File: src/hw/rtl/clns_pkg.sv
// Shared types, constants and helpers of the character LCD nibble sequencer.
`default_nettype none

package clns_pkg;

    localparam logic [1:0] OP_INIT  = 2'd0;
    localparam logic [1:0] OP_SEND  = 2'd1;
    localparam logic [1:0] OP_REPLY = 2'd2;

    localparam logic ACT_WRITE = 1'b0;
    localparam logic ACT_READ  = 1'b1;

    // Expander port bits
    localparam logic [7:0] PORT_RS = 8'h01;
    localparam logic [7:0] PORT_EN = 8'h02;
    localparam logic [7:0] PORT_RW = 8'h04;

    localparam logic [3:0] WAKE_NIB     = 4'h3;
    localparam logic [3:0] FOUR_BIT_NIB = 4'h2;
    localparam logic [2:0] INIT_LAST_STEP = 3'd5;

    localparam int QUEUE_DEPTH = 2;

    typedef enum logic [1:0] {
        PH_IDLE,
        PH_SEND,
        PH_INIT
    } phase_t;

    typedef enum logic [1:0] {
        BODY_NONE,
        BODY_WAKE,
        BODY_NIB2,
        BODY_BYTE
    } body_t;

    typedef enum logic [1:0] {
        SEG_IDLE,
        SEG_FIN,
        SEG_BODY,
        SEG_POLL
    } seg_t;

    // One queued job: close a read, play a body, open a poll
    typedef struct packed {
        logic       fin;
        body_t      body;
        logic       poll;
        logic       done;
        logic [3:0] fin_nib;
        logic [3:0] poll_nib;
        logic [7:0] data;
        logic       rs;
    } job_t;

    function automatic logic [7:0] init_cmd(input logic [1:0] idx);
        logic [7:0] cmd;
        case (idx)
            2'd0:    cmd = 8'h28;
            2'd1:    cmd = 8'h0C;
            2'd2:    cmd = 8'h01;
            default: cmd = 8'h06;
        endcase
        return cmd;
    endfunction

    function automatic seg_t first_seg(input job_t job);
        seg_t s;
        if (job.fin)
            s = SEG_FIN;
        else if (job.body != BODY_NONE)
            s = SEG_BODY;
        else
            s = SEG_POLL;
        return s;
    endfunction

endpackage

`default_nettype wire

File: src/hw/rtl/clns_ifs.sv
// Valid/ready channel interfaces for input and result items.
`default_nettype none

interface clns_in_if;
    logic       valid;
    logic       ready;
    logic [1:0] op;
    logic [7:0] data_byte;
    logic       is_data;
    logic [7:0] port_value;

    modport source (output valid, output op, output data_byte, output is_data,
                    output port_value, input ready);
    modport sink (input valid, input op, input data_byte, input is_data,
                  input port_value, output ready);
endinterface

interface clns_out_if;
    logic       valid;
    logic       ready;
    logic       action;
    logic [7:0] port_byte;
    logic       last;
    logic       done_res;

    modport source (output valid, output action, output port_byte, output last,
                    output done_res, input ready);
    modport sink (input valid, input action, input port_byte, input last,
                  input done_res, output ready);
endinterface

`default_nettype wire

File: src/hw/rtl/char_lcd_nibble_sequencer_top.sv
// Top level of the character LCD nibble sequencer.
//
//  channel    dir  payload                                   accepted when
//  in_item    in   op, data_byte, is_data, port_value        valid && ready
//  out_item   out  action, port_byte, last, done_res         valid && ready
//
// Each item yields 0 to 13 results, issued by the back end one per cycle unless the output stalls.
// An item is taken every cycle while the job queue has room; the back end
// sequencer (one expander access per cycle unless stalled) sets sustained throughput.
// Reset clears phase, queue and sequencer at once; no clearing pass.
// A stalled output holds its register; the queue lets the front keep going.
`default_nettype none

module char_lcd_nibble_sequencer_top #(
    parameter int QUEUE_DEPTH = clns_pkg::QUEUE_DEPTH
) (
    input  wire         clk,
    input  wire         rst_n,
    clns_in_if.sink     in_item,
    clns_out_if.source  out_item
);
    import clns_pkg::*;

    logic push_valid, push_ready;
    logic pop_valid, pop_ready;
    job_t push_job, pop_job;

    clns_front u_front (
        .clk        (clk),
        .rst_n      (rst_n),
        .in_item    (in_item),
        .push_valid (push_valid),
        .push_ready (push_ready),
        .push_job   (push_job)
    );

    clns_fifo #(
        .DEPTH (QUEUE_DEPTH)
    ) u_fifo (
        .clk        (clk),
        .rst_n      (rst_n),
        .push_valid (push_valid),
        .push_ready (push_ready),
        .push_job   (push_job),
        .pop_valid  (pop_valid),
        .pop_ready  (pop_ready),
        .pop_job    (pop_job)
    );

    clns_back u_back (
        .clk       (clk),
        .rst_n     (rst_n),
        .pop_valid (pop_valid),
        .pop_ready (pop_ready),
        .pop_job   (pop_job),
        .out_item  (out_item)
    );

endmodule

`default_nettype wire

File: src/hw/rtl/clns_front.sv
// Front end: accepts items, tracks the sequence phase and builds jobs.
`default_nettype none

module clns_front (
    input  wire            clk,
    input  wire            rst_n,
    clns_in_if.sink        in_item,
    output logic           push_valid,
    input  wire            push_ready,
    output clns_pkg::job_t push_job
);
    import clns_pkg::*;

    phase_t     phase_reg, phase_next;
    logic [2:0] step_reg, step_next;
    logic [3:0] nib_reg, nib_next;
    logic       accept;
    logic       has_job;
    job_t       job;
    logic [7:0] cmd;

    assign in_item.ready = push_ready;
    assign accept        = in_item.valid && push_ready;
    assign push_valid    = in_item.valid && has_job;
    assign push_job      = job;
    assign cmd           = init_cmd(2'(step_reg - 3'd1));

    always_comb
    begin
        phase_next   = phase_reg;
        step_next    = step_reg;
        nib_next     = nib_reg;
        has_job      = 1'b0;
        job          = '0;
        job.body     = BODY_NONE;
        job.fin_nib  = nib_reg;
        job.data     = in_item.data_byte;
        job.rs       = in_item.is_data;
        if (in_item.op == OP_INIT && phase_reg == PH_IDLE)
        begin
            has_job      = 1'b1;
            job.body     = BODY_WAKE;
            job.poll     = 1'b1;
            job.poll_nib = WAKE_NIB;
            phase_next   = PH_INIT;
            step_next    = 3'd0;
            nib_next     = WAKE_NIB;
        end
        else if (in_item.op == OP_SEND && phase_reg == PH_IDLE)
        begin
            has_job      = 1'b1;
            job.body     = BODY_BYTE;
            job.poll     = 1'b1;
            job.poll_nib = in_item.data_byte[3:0];
            phase_next   = PH_SEND;
            nib_next     = in_item.data_byte[3:0];
        end
        else if (in_item.op == OP_REPLY && phase_reg != PH_IDLE)
        begin
            has_job = 1'b1;
            job.fin = 1'b1;
            if (in_item.port_value[7])
            begin
                job.poll     = 1'b1;
                job.poll_nib = nib_reg;
            end
            else if (phase_reg == PH_SEND || step_reg >= INIT_LAST_STEP)
            begin
                job.done   = 1'b1;
                phase_next = PH_IDLE;
            end
            else
            begin
                step_next = step_reg + 3'd1;
                job.poll  = 1'b1;
                if (step_reg == 3'd0)
                begin
                    job.body     = BODY_NIB2;
                    job.poll_nib = FOUR_BIT_NIB;
                    nib_next     = FOUR_BIT_NIB;
                end
                else
                begin
                    job.body     = BODY_BYTE;
                    job.data     = cmd;
                    job.rs       = 1'b0;
                    job.poll_nib = cmd[3:0];
                    nib_next     = cmd[3:0];
                end
            end
        end
    end

    always_ff @(posedge clk or negedge rst_n)
    begin
        if (!rst_n)
        begin
            phase_reg <= PH_IDLE;
            step_reg  <= 3'd0;
            nib_reg   <= 4'd0;
        end
        else if (accept)
        begin
            phase_reg <= phase_next;
            step_reg  <= step_next;
            nib_reg   <= nib_next;
        end
    end

endmodule

`default_nettype wire

File: src/hw/rtl/clns_fifo.sv
// Small job queue between front end and back end.
`default_nettype none

module clns_fifo #(
    parameter int DEPTH = clns_pkg::QUEUE_DEPTH
) (
    input  wire            clk,
    input  wire            rst_n,
    input  wire            push_valid,
    output logic           push_ready,
    input  clns_pkg::job_t push_job,
    output logic           pop_valid,
    input  wire            pop_ready,
    output clns_pkg::job_t pop_job
);
    import clns_pkg::*;

    localparam int PW = (DEPTH > 1) ? $clog2(DEPTH) : 1;
    localparam int CW = $clog2(DEPTH + 1);

    job_t          mem [DEPTH];
    logic [PW-1:0] wr_ptr_reg, rd_ptr_reg;
    logic [CW-1:0] count_reg;
    logic          push, pop;

    assign push_ready = count_reg != CW'(DEPTH);
    assign pop_valid  = count_reg != '0;
    assign push       = push_valid && push_ready;
    assign pop        = pop_valid && pop_ready;
    assign pop_job    = mem[rd_ptr_reg];

    always_ff @(posedge clk)
    begin
        if (push)
            mem[wr_ptr_reg] <= push_job;
    end

    always_ff @(posedge clk or negedge rst_n)
    begin
        if (!rst_n)
        begin
            wr_ptr_reg <= '0;
            rd_ptr_reg <= '0;
            count_reg  <= '0;
        end
        else
        begin
            if (push)
                wr_ptr_reg <= (wr_ptr_reg == PW'(DEPTH - 1)) ? '0 : wr_ptr_reg + 1'b1;
            if (pop)
                rd_ptr_reg <= (rd_ptr_reg == PW'(DEPTH - 1)) ? '0 : rd_ptr_reg + 1'b1;
            if (push && !pop)
                count_reg <= count_reg + 1'b1;
            else if (pop && !push)
                count_reg <= count_reg - 1'b1;
        end
    end

endmodule

`default_nettype wire

File: src/hw/rtl/clns_back.sv
// Back end: expands a job into expander accesses, one per cycle unless the output stalls.
`default_nettype none

module clns_back (
    input  wire            clk,
    input  wire            rst_n,
    input  wire            pop_valid,
    output logic           pop_ready,
    input  clns_pkg::job_t pop_job,
    clns_out_if.source     out_item
);
    import clns_pkg::*;

    localparam logic [2:0] FIN_LAST  = 3'd3;
    localparam logic [2:0] POLL_LAST = 3'd2;
    localparam logic [2:0] BYTE_LAST = 3'd5;
    localparam logic [2:0] NIB2_LAST = 3'd1;

    seg_t       seg_reg, seg_next;
    logic [2:0] cnt_reg, cnt_next;
    job_t       job_reg;
    logic       advance, pop_fire, seg_end, job_end;
    logic [2:0] body_last;
    logic       act;
    logic [7:0] pbyte;
    logic       out_valid_reg;
    logic       out_action_reg;
    logic [7:0] out_byte_reg;
    logic       out_last_reg;
    logic       out_done_reg;

    assign advance   = (seg_reg != SEG_IDLE) && (!out_valid_reg || out_item.ready);
    assign pop_ready = (seg_reg == SEG_IDLE) || (advance && job_end);
    assign pop_fire  = pop_valid && pop_ready;
    assign body_last = (job_reg.body == BODY_NIB2) ? NIB2_LAST : BYTE_LAST;

    always_comb
    begin
        case (seg_reg)
            SEG_FIN:
            begin
                seg_end = cnt_reg == FIN_LAST;
                job_end = seg_end && job_reg.body == BODY_NONE && !job_reg.poll;
            end
            SEG_BODY:
            begin
                seg_end = cnt_reg == body_last;
                job_end = seg_end && !job_reg.poll;
            end
            SEG_POLL:
            begin
                seg_end = cnt_reg == POLL_LAST;
                job_end = seg_end;
            end
            default:
            begin
                seg_end = 1'b0;
                job_end = 1'b0;
            end
        endcase
    end

    always_comb
    begin
        seg_next = seg_reg;
        cnt_next = cnt_reg;
        if (pop_fire)
        begin
            seg_next = first_seg(pop_job);
            cnt_next = 3'd0;
        end
        else if (advance)
        begin
            if (job_end)
                seg_next = SEG_IDLE;
            else if (seg_end)
            begin
                if (seg_reg == SEG_FIN && job_reg.body != BODY_NONE)
                    seg_next = SEG_BODY;
                else
                    seg_next = SEG_POLL;
                cnt_next = 3'd0;
            end
            else
                cnt_next = cnt_reg + 3'd1;
        end
    end

    always_comb
    begin
        act   = ACT_WRITE;
        pbyte = 8'h00;
        case (seg_reg)
            SEG_FIN:
            begin
                pbyte = {job_reg.fin_nib, 4'h0};
                if (cnt_reg != FIN_LAST)
                    pbyte = pbyte | PORT_RW;
                if (cnt_reg == 3'd1)
                    pbyte = pbyte | PORT_EN;
            end
            SEG_BODY:
            begin
                case (job_reg.body)
                    BODY_WAKE:
                        pbyte = {WAKE_NIB, 4'h0} | (cnt_reg[0] ? 8'h00 : PORT_EN);
                    BODY_NIB2:
                        pbyte = {FOUR_BIT_NIB, 4'h0} | (cnt_reg[0] ? 8'h00 : PORT_EN);
                    BODY_BYTE:
                    begin
                        pbyte = {(cnt_reg < 3'd3) ? job_reg.data[7:4] : job_reg.data[3:0],
                                 4'h0};
                        if (job_reg.rs)
                            pbyte = pbyte | PORT_RS;
                        if (cnt_reg inside {3'd1, 3'd4})
                            pbyte = pbyte | PORT_EN;
                    end
                    default:
                        pbyte = 8'h00;
                endcase
            end
            SEG_POLL:
            begin
                pbyte = {job_reg.poll_nib, 4'h0} | PORT_RW;
                if (cnt_reg != 3'd0)
                    pbyte = pbyte | PORT_EN;
                if (cnt_reg == POLL_LAST)
                    act = ACT_READ;
            end
            default:
            begin
                act   = ACT_WRITE;
                pbyte = 8'h00;
            end
        endcase
    end

    always_ff @(posedge clk)
    begin
        if (pop_fire)
            job_reg <= pop_job;
        if (advance)
        begin
            out_action_reg <= act;
            out_byte_reg   <= pbyte;
            out_last_reg   <= job_end;
            out_done_reg   <= job_end && job_reg.done;
        end
    end

    always_ff @(posedge clk or negedge rst_n)
    begin
        if (!rst_n)
        begin
            seg_reg       <= SEG_IDLE;
            cnt_reg       <= 3'd0;
            out_valid_reg <= 1'b0;
        end
        else
        begin
            seg_reg <= seg_next;
            cnt_reg <= cnt_next;
            if (advance)
                out_valid_reg <= 1'b1;
            else if (out_item.ready)
                out_valid_reg <= 1'b0;
        end
    end

    assign out_item.valid     = out_valid_reg;
    assign out_item.action    = out_action_reg;
    assign out_item.port_byte = out_byte_reg;
    assign out_item.last      = out_last_reg;
    assign out_item.done_res  = out_done_reg;

endmodule

`default_nettype wire

File: src/flat_wrapper.sv
// flat-port wrapper written by rule: the top's interface ports become plain ports
module char_lcd_nibble_sequencer_top_flat import clns_pkg::*;
#(
    parameter int QUEUE_DEPTH = clns_pkg::QUEUE_DEPTH
)
  (clk, rst_n, in_item_valid, in_item_op, in_item_data_byte, in_item_is_data, in_item_port_value, in_item_ready, out_item_valid, out_item_action, out_item_port_byte, out_item_last, out_item_done_res, out_item_ready);
  clns_in_if in_item_i ();
  clns_out_if out_item_i ();
  input  wire clk;
  input  wire rst_n;
  input wire logic [$bits(in_item_i.valid)-1:0] in_item_valid;
  input wire logic [$bits(in_item_i.op)-1:0] in_item_op;
  input wire logic [$bits(in_item_i.data_byte)-1:0] in_item_data_byte;
  input wire logic [$bits(in_item_i.is_data)-1:0] in_item_is_data;
  input wire logic [$bits(in_item_i.port_value)-1:0] in_item_port_value;
  output wire logic [$bits(in_item_i.ready)-1:0] in_item_ready;
  output wire logic [$bits(out_item_i.valid)-1:0] out_item_valid;
  output wire logic [$bits(out_item_i.action)-1:0] out_item_action;
  output wire logic [$bits(out_item_i.port_byte)-1:0] out_item_port_byte;
  output wire logic [$bits(out_item_i.last)-1:0] out_item_last;
  output wire logic [$bits(out_item_i.done_res)-1:0] out_item_done_res;
  input wire logic [$bits(out_item_i.ready)-1:0] out_item_ready;
  assign in_item_i.valid = in_item_valid;
  assign in_item_i.op = in_item_op;
  assign in_item_i.data_byte = in_item_data_byte;
  assign in_item_i.is_data = in_item_is_data;
  assign in_item_i.port_value = in_item_port_value;
  assign in_item_ready = in_item_i.ready;
  assign out_item_valid = out_item_i.valid;
  assign out_item_action = out_item_i.action;
  assign out_item_port_byte = out_item_i.port_byte;
  assign out_item_last = out_item_i.last;
  assign out_item_done_res = out_item_i.done_res;
  assign out_item_i.ready = out_item_ready;
  char_lcd_nibble_sequencer_top #(.QUEUE_DEPTH(QUEUE_DEPTH)) u_core (.clk(clk), .rst_n(rst_n), .in_item(in_item_i), .out_item(out_item_i));
endmodule
File: config.mk
export PLATFORM = sky130hd
export DESIGN_NAME = char_lcd_nibble_sequencer_top_flat
export DESIGN_NICKNAME = d
export VERILOG_FILES = /design/src/hw/rtl/clns_pkg.sv /design/src/hw/rtl/clns_ifs.sv /design/src/hw/rtl/char_lcd_nibble_sequencer_top.sv /design/src/hw/rtl/clns_front.sv /design/src/hw/rtl/clns_fifo.sv /design/src/hw/rtl/clns_back.sv /design/src/flat_wrapper.sv
export SDC_FILE = /design/constraint.sdc
export NUM_CORES = 1
export LEC_CHECK = 0
export CAP_MARGIN = 20
export CORE_ASPECT_RATIO = 0.5
export CORE_MARGIN = 2
export CORE_UTILIZATION = 55
export CTS_CLUSTER_SIZE = 30
export DETAILED_ROUTE_END_ITERATION = 8
export DONT_BUFFER_PORTS = 1
export HOLD_SLACK_MARGIN = 0.12
export PLACE_DENSITY_LB_ADDON = 0.05
export SLEW_MARGIN = 20
export SYNTH_ARGS = -nofsm -noshare
export SYNTH_HDL_FRONTEND = slang
export SYNTH_SLANG_ARGS = --single-unit
File: constraint.sdc
create_clock -name clk -period 2.2 [get_ports clk]
set_input_delay 0.22 -clock clk [delete_from_list [all_inputs] [get_ports clk]]
set_output_delay 0.22 -clock clk [all_outputs]
set_load 0.02 [all_outputs]
==> results of run 1 <==
-- timing repair --
item | CTS | global route
resized for setup | 3 | 4
pin swaps | 2 | 1
hold buffers | 13 | 1
buffers inserted | 0 | 2
endpoints found under the hold margin | 41 | 19
gates cloned | 0 | 2
setup endpoints to repair | 2 | 27
-- worst max-delay path: cells and delay by family, from the launching register on --
kind / cells / cell delay [ns]
buf+inv: 1 / 0.07
fa+ha+maj: 2 / 0.42
simple gates: 3 / 0.75
compound gates: 2 / 0.32
flops: 1 / 0.38
xor+xnor: 2 / 0.27
-- power groups by stage --
| stage | combinational (uW) | clock [uW] | sequential (uW) |
|---|---|---|---|
| 3_5_place_dp | 2220 | 0 | 3020 |
| 2_1_floorplan | 1480 | 0 | 2940 |
| 4_1_cts | 2290 | 1520 | 2980 |
| 6_report | 2440 | 1480 | 2990 |
| 3_3_place_gp | 2170 | 0 | 3000 |
| 5_1_grt | 2670 | 1590 | 3050 |
-- final timing paths --
kind                                                      startpoint                                endpoint  slack [ns]  cells after the start
worst max register to register  u_core.u_back.seg_reg[0]$_DFFE_PN0P_  u_core.u_fifo.count_reg[1]$_DFFE_PN0P_       -0.08                     10
worst min-delay path                                   in_item_op[0]   u_core.u_front.nib_reg[1]$_DFFE_PN0P_        0.20                      3
worst min register to register  u_core.u_fifo.wr_ptr_reg$_DFFE_PN0P_    u_core.u_fifo.wr_ptr_reg$_DFFE_PN0P_        0.51                      1
max in group asynchronous                                      rst_n    u_core.u_back.cnt_reg[2]$_DFFE_PN0P_        1.42                      2
worst max-delay path            u_core.u_back.seg_reg[0]$_DFFE_PN0P_  u_core.u_fifo.count_reg[1]$_DFFE_PN0P_       -0.08                     10
min in group asynchronous                                      rst_n    u_core.u_fifo.rd_ptr_reg$_DFFE_PN0N_        0.43                      2
-- cells in the mapped netlist (3+ instances only) --
| cell type | n | share of area |
|---|---|---|
| inv_1 | 18 | 0.016 |
| and2_1 | 7 | 0.010 |
| o22ai_1 | 3 | 0.0044 |
| nand2b_1 | 5 | 0.0074 |
| nor3b_1 | 3 | 0.0053 |
| mux2i_1 | 8 | 0.019 |
| a31oi_1 | 5 | 0.0074 |
| nand2_1 | 22 | 0.019 |
| xnor2_1 | 4 | 0.0083 |
| a221oi_1 | 4 | 0.0083 |
| buf_4 | 3 | 0.0053 |
| clkbuf_1 | 5 | 0.0044 |
| ha_1 | 16 | 0.047 |
| edfxtp_1 | 75 | 0.53 |
| nor2b_1 | 3 | 0.0044 |
| mux2_2 | 25 | 0.066 |
| nor2_1 | 28 | 0.025 |
| a21oi_1 | 17 | 0.020 |
| dfrtp_1 | 19 | 0.11 |
| o21ai_0 | 13 | 0.015 |
-- layout make-up --
class,count,area share
flip-flops and latches,94,0.533
multi-input cells,195,0.285
repair buffers,49,0.0892
clock buffers,12,0.0462
well taps,96,0.0235
inverters,18,0.0139
clock inverters,4,0.00978
-- layer usage --
layer  GRT usage  up-vias
met5           0        -
li1            -     1255
met2       0.308       56
met1       0.306     1250
met4      0.0673        0
met3      0.0639        9
-- stage by stage --
step	hold slack (ns)	area, um2	instances	setup TNS (ns)	total power (uW)
2_1_floorplan	-0.0756	4270	317	-0.680	4430
3_3_place_gp	-0.0752	4620	435	-0.0246	5160
3_5_place_dp	-0.0752	4620	435	-0.0782	5240
4_1_cts	0.176	5060	464	-0.0372	6800
5_1_grt	0.226	5120	468	-2.05	7310
6_report	0.196	5120	468	-0.752	6910
-- logic make-up (layout without fill, tap and decap cells) --
| kind of cell | Yosys count | count (layout) | share of synthesized area |
|---|---|---|---|
| fa+ha+maj | 16 | 16 | 0.0472 |
| flops | 94 | 94 | 0.643 |
| simple gates | 81 | 81 | 0.0959 |
| compound gates | 58 | 58 | 0.0879 |
| xor+xnor | 6 | 6 | 0.0124 |
| other cells | 1 | 1 | 0.000884 |
| buf+inv | 28 | 83 | 0.0274 |
| mux | 33 | 33 | 0.0853 |
==> results.py, run 1 <==
metrics = {
    "outcome": {
        "status": "complete, but fails checks",
        "failed_checks": "negative setup slack",
    },
    "timing": {
        "worst_slack_ns": -0.0752,
        "tightest_slew_ns": 0.523,
        "slew_viol_final": 0,
        "finalHoldViolCount": 0,
        "max_freq_mhz": 440,
        "timing.final.crit_period_ns": 2.28,
        "skew_ns": 0.00662,
        "rsz0062_at_grt": "true",
        "finalSetupViolCount": 22,
        "fin_crit_sh": 1.03,
        "slew_headroom": 0.651,
    },
    "routing": {
        "top_layer": "met4",
        "dr_wl_met2_um": 3480,
        "avgRoutedWirePerCell_um": 17.5,
        "drt-total-wl_um": 8210,
        "avgViaCountPerCell": 5.49,
        "via_count": 2570,
        "ant_nets": 0,
        "wl_met1_um": 4310,
        "drc": 0,
        "dr_wl_met3_um": 334,
        "drt_iter0_markers": 146,
        "dr.pass1.iters": 7,
    },
    "placement": {
        "dp_hpwl_um": 5580,
        "dp_slack_ns": -0.0782,
        "gp_congestion": 0.850,
        "io_buffers": 0,
    },
    "finish": {
        "final_common_cell": "edfxtp_1",
        "n_antenna_cell": 0,
        "multi_input_area_mm2": 0.00146,
        "largest_reg_flops": 44,
        "nFillCells": 517,
        "areaGrowthSynthToFinish_pct": 20.7,
        "post-route-util": 0.691,
        "layout_common_cells": "75 x edfxtp_1, 30 x buf_4, 27 x nor2_1",
        "seqCellArea_mm2": 0.00273,
        "final_nets": 406,
        "drive_gt1_frac": 0.234,
    },
    "power_and_ir_drop": {
        "power.net_switching_uw": 2270,
        "pwr-share-clk": 0.215,
        "power_frac_seq": 0.432,
        "pwr-share-comb": 0.353,
        "ir_worst_vdd_v": 0.000578,
        "intPower_uw": 4640,
        "p_per_area_mw_per_mm2": 1350,
        "p_sw_frac": 0.329,
        "total_leakage_power_uw": 0.00202,
    },
    "synth": {
        "synth_enable_flop_cells": 75,
        "synth_cell_types": 45,
        "ys.flop_type": "edfxtp_1",
        "ys_seq_area_frac": 0.643,
        "synth_seq_cells": 94,
        "syn_area_per_cell_um2": 13.4,
        "async_flop_share": 0.202,
        "synth_cells": 317,
        "netlist_area_mm2": 0.00424,
        "yosysWarnings": 0,
        "syn_nets": 356,
    },
    "critical_path": {
        "slowest_stage": "or3b_4",
        "cpPeakStageDelay_ns": 0.39,
        "required_ns": 2.47,
        "path_cells": "inv_2 > ha_4 > or3b_4 > nor4b_4 > a211o_1 > a21boi_4 > ha_4 > xor2_1 > nor2_1 > xor2_1",
        "worstSetupPathType": "register to register",
        "cp-end-kind": "register",
        "crit_fanout": 4,
        "crit_arrival_ns": 2.54,
        "cp-start-kind": "register",
    },
    "clock_network": {
        "cts_buffers": 9,
        "cts_tree": "yes",
        "clk_root_buffer_cell": "clkbuf_16",
        "clk_pin_slew_ns": 0.06,
        "clk_latency_ns": 0.34,
        "ctsLongestPathBuffers": 2,
        "cts_sinks": 94,
        "cts_htree_levels": 3,
    },
    "job": {
        "drv_cap": 0,
    },
    "grt": {
        "grt_usage": 0.211,
        "antenna_found_initial": 0,
        "grt_pass1_wl_um": 13100,
        "grt_pass1_vias": 2532,
        "overflow": 0,
        "grt_max_degree": 23,
    },
    "floorplan": {
        "dieWidth_um": 128,
        "core_area_mm2": 0.00740,
        "dieArea_mm2": 0.00847,
        "ios": 36,
        "num_rows": 22,
        "start_util": 0.573,
        "fp.dieH_um": 66.1,
    },
    "hold_path": {
        "hold_class": "input port to register",
    },
}
Note: power is estimated with default switching activity, not from simulation.
==> run 2: changes to the inputs <==
--- a/config.mk
+++ b/config.mk
@@ -8,7 +8,7 @@
 export CAP_MARGIN = 20
 export CORE_ASPECT_RATIO = 0.5
 export CORE_MARGIN = 2
-export CORE_UTILIZATION = 55
+export CORE_UTILIZATION = 29
 export CTS_CLUSTER_SIZE = 30
 export DETAILED_ROUTE_END_ITERATION = 8
 export DONT_BUFFER_PORTS = 1
==> run 2 against run 1 <==
Effect of this change: the run still ends with negative setup slack left; first-iteration DRC count shrank 1.4%; clock power grew 7%; core utilization shrank 32 points; final area grew 5.2%; sequential power is essentially flat; register-to-register slack lost 0.03 ns; combinational power grew 9.8%; critical path depth is the same; power grew 5.5%; cell count grew 24%; flip-flop and latch count is the same; non-clock buffer count grew 10; largest cell class unchanged; highest routed layer unchanged.
==> results.py, run 2 (synthesis gave the netlist of run 1 again) <==
metrics = {
    "outcome": {
        "status": "complete, but fails checks",
        "failed_checks": "negative setup slack",
    },
    "timing": {
        "fin_crit_sh": 1.05,
        "finalHoldViolCount": 0,
        "timing.final.crit_period_ns": 2.31,
        "worst_slack_ns": -0.108,
        "tns_ns": -1.77,
        "fin_hold_ws_ns": 0.175,
        "skew_ns": 0.0113,
        "max_freq_mhz": 433,
        "finalSetupViolCount": 23,
        "slew_viol_final": 0,
        "slew_headroom": 0.610,
        "rsz0062_at_grt": "true",
        "tightest_slew_ns": 0.585,
    },
    "routing": {
        "avgRoutedWirePerCell_um": 16.7,
        "avgViaCountPerCell": 4.52,
        "ant_nets": 0,
        "drc": 0,
        "drt-total-wl_um": 9700,
        "dr.pass1.iters": 4,
        "drt_iter0_markers": 144,
        "via_count": 2624,
    },
    "hold_path": {
        "hold_class": "input port to register",
        "min_path_cells": 3,
    },
    "grt": {
        "overflow": 0,
        "grt_usage": 0.132,
        "grt_pass1_vias": 2622,
        "grt_pass1_wl_um": 15200,
        "grt_max_degree": 23,
        "antenna_found_initial": 0,
    },
    "critical_path": {
        "slowest_stage": "or3b_4",
        "crit_arrival_ns": 2.57,
        "worstSetupPathType": "register to register",
        "cpPeakStageDelay_ns": 0.39,
        "cp-start-kind": "register",
        "path_depth": 10,
        "cp_top_family": "simple AND/OR/NAND/NOR gates",
        "path_cells": "inv_2 > ha_4 > or3b_4 > nor4b_4 > a211o_1 > a21boi_4 > ha_4 > xor2_1 > nor2_1 > xor2_1",
        "crit_buf_inv": 1,
        "cp-end-kind": "register",
        "crit_fanout": 4,
        "rr_worst_depth": 10,
        "required_ns": 2.46,
    },
    "floorplan": {
        "dieArea_mm2": 0.0157,
        "dieWidth_um": 175,
        "start_util": 0.295,
        "core_area_mm2": 0.0144,
        "num_rows": 31,
        "ios": 36,
        "fp.dieH_um": 89.5,
    },
    "finish": {
        "layout_common_cells": "75 x edfxtp_1, 38 x buf_4, 27 x nor2_1",
        "stdcell_count": 580,
        "largest_reg_flops": 44,
        "drive_gt1_frac": 0.267,
        "final_nets": 416,
        "areaGrowthSynthToFinish_pct": 27.0,
        "n_antenna_cell": 0,
        "nFillCells": 1399,
        "final_common_cell": "edfxtp_1",
    },
    "power_and_ir_drop": {
        "p_per_area_mw_per_mm2": 1350,
        "total_leakage_power_uw": 0.00210,
        "p_total_uw": 7290,
        "ir_worst_vdd_v": 0.000392,
    },
    "clock_network": {
        "ctsLongestPathBuffers": 2,
        "cts_buffers": 9,
        "clk_pin_slew_ns": 0.07,
        "clk_root_buffer_cell": "clkbuf_16",
        "cts_tree": "yes",
        "cts_htree_levels": 3,
        "cts_sinks": 94,
        "clk_latency_ns": 0.34,
    },
    "placement": {
        "dp_slack_ns": -0.125,
        "placedCellCount": 544,
        "dp_hpwl_um": 6750,
        "gp_congestion": 0.786,
        "io_buffers": 0,
    },
    "job": {
        "drv_cap": 0,
    },
}
==> run 2: worst min-delay path, stage by stage <==
cell,delay [ns]
a21oi_1,0.05
a21oi_1,0.12
mux2i_1,0.08
==> run 2: final timing paths <==
| path | start | endpoint | slack (ns) |
|---|---|---|---|
| worst max-delay path | u_core.u_back.seg_reg[1]$_DFFE_PN0P_ | u_core.u_fifo.count_reg[1]$_DFFE_PN0P_ | -0.11 |
| worst min-delay path | in_item_op[0] | u_core.u_front.nib_reg[1]$_DFFE_PN0P_ | 0.17 |
| worst max register to register | u_core.u_back.seg_reg[1]$_DFFE_PN0P_ | u_core.u_fifo.count_reg[1]$_DFFE_PN0P_ | -0.11 |
| worst min register to register | u_core.u_fifo.wr_ptr_reg$_DFFE_PN0P_ | u_core.u_fifo.wr_ptr_reg$_DFFE_PN0P_ | 0.51 |
| min in group asynchronous | rst_n | u_core.u_front.step_reg[1]$_DFFE_PN0P_ | 0.30 |
| max in group asynchronous | rst_n | u_core.u_back.cnt_reg[0]$_DFFE_PN0P_ | 1.74 |
==> run 2: area by class of cell <==
class | instances | area [um2] | area share
Clock buffer | 9 | 225 | 0.0418
Clock inverter | 7 | 80.1 | 0.0149
Inverter | 18 | 71.3 | 0.0132
Multi-Input combinational cell | 195 | 1460 | 0.271
Sequential cell | 94 | 2730 | 0.506
Tap cell | 198 | 248 | 0.0460
Timing Repair Buffer | 59 | 577 | 0.107
==> run 2: timing repair <==
item / CTS / global route
gates resized for setup: 2 / 6
endpoints found under the hold margin: 39 / 0
hold buffers: 14 / 0
pin swaps: 2 / 3
buffers inserted: 0 / 3
setup endpoints to repair: 22 / 36
gates cloned: 0 / 3
==> run 2: per-stage QoR <==
stage / util / instance area (um2)
2_1_floorplan: - / 4270
3_3_place_gp: 0.334 / 4810
3_5_place_dp: 0.334 / 4810
4_1_cts: 0.367 / 5280
5_1_grt: 0.374 / 5390
6_report: 0.374 / 5390
==> run 2: per-layer routing <==
metal	wire [um]	up-vias	track usage	part of all wire
met1	5130	1310	0.183	0.53
met4	26	0	0.0303	0.0027
met3	315	4	0.0429	0.032
met5	0	-	0	0
met2	4230	32	0.201	0.44
li1	-	1278	-	-
==> run 2: where the power goes <==
group          switching (uW)  internal, uW
clock                     697           898
combinational            1350          1330
sequential                426          2600
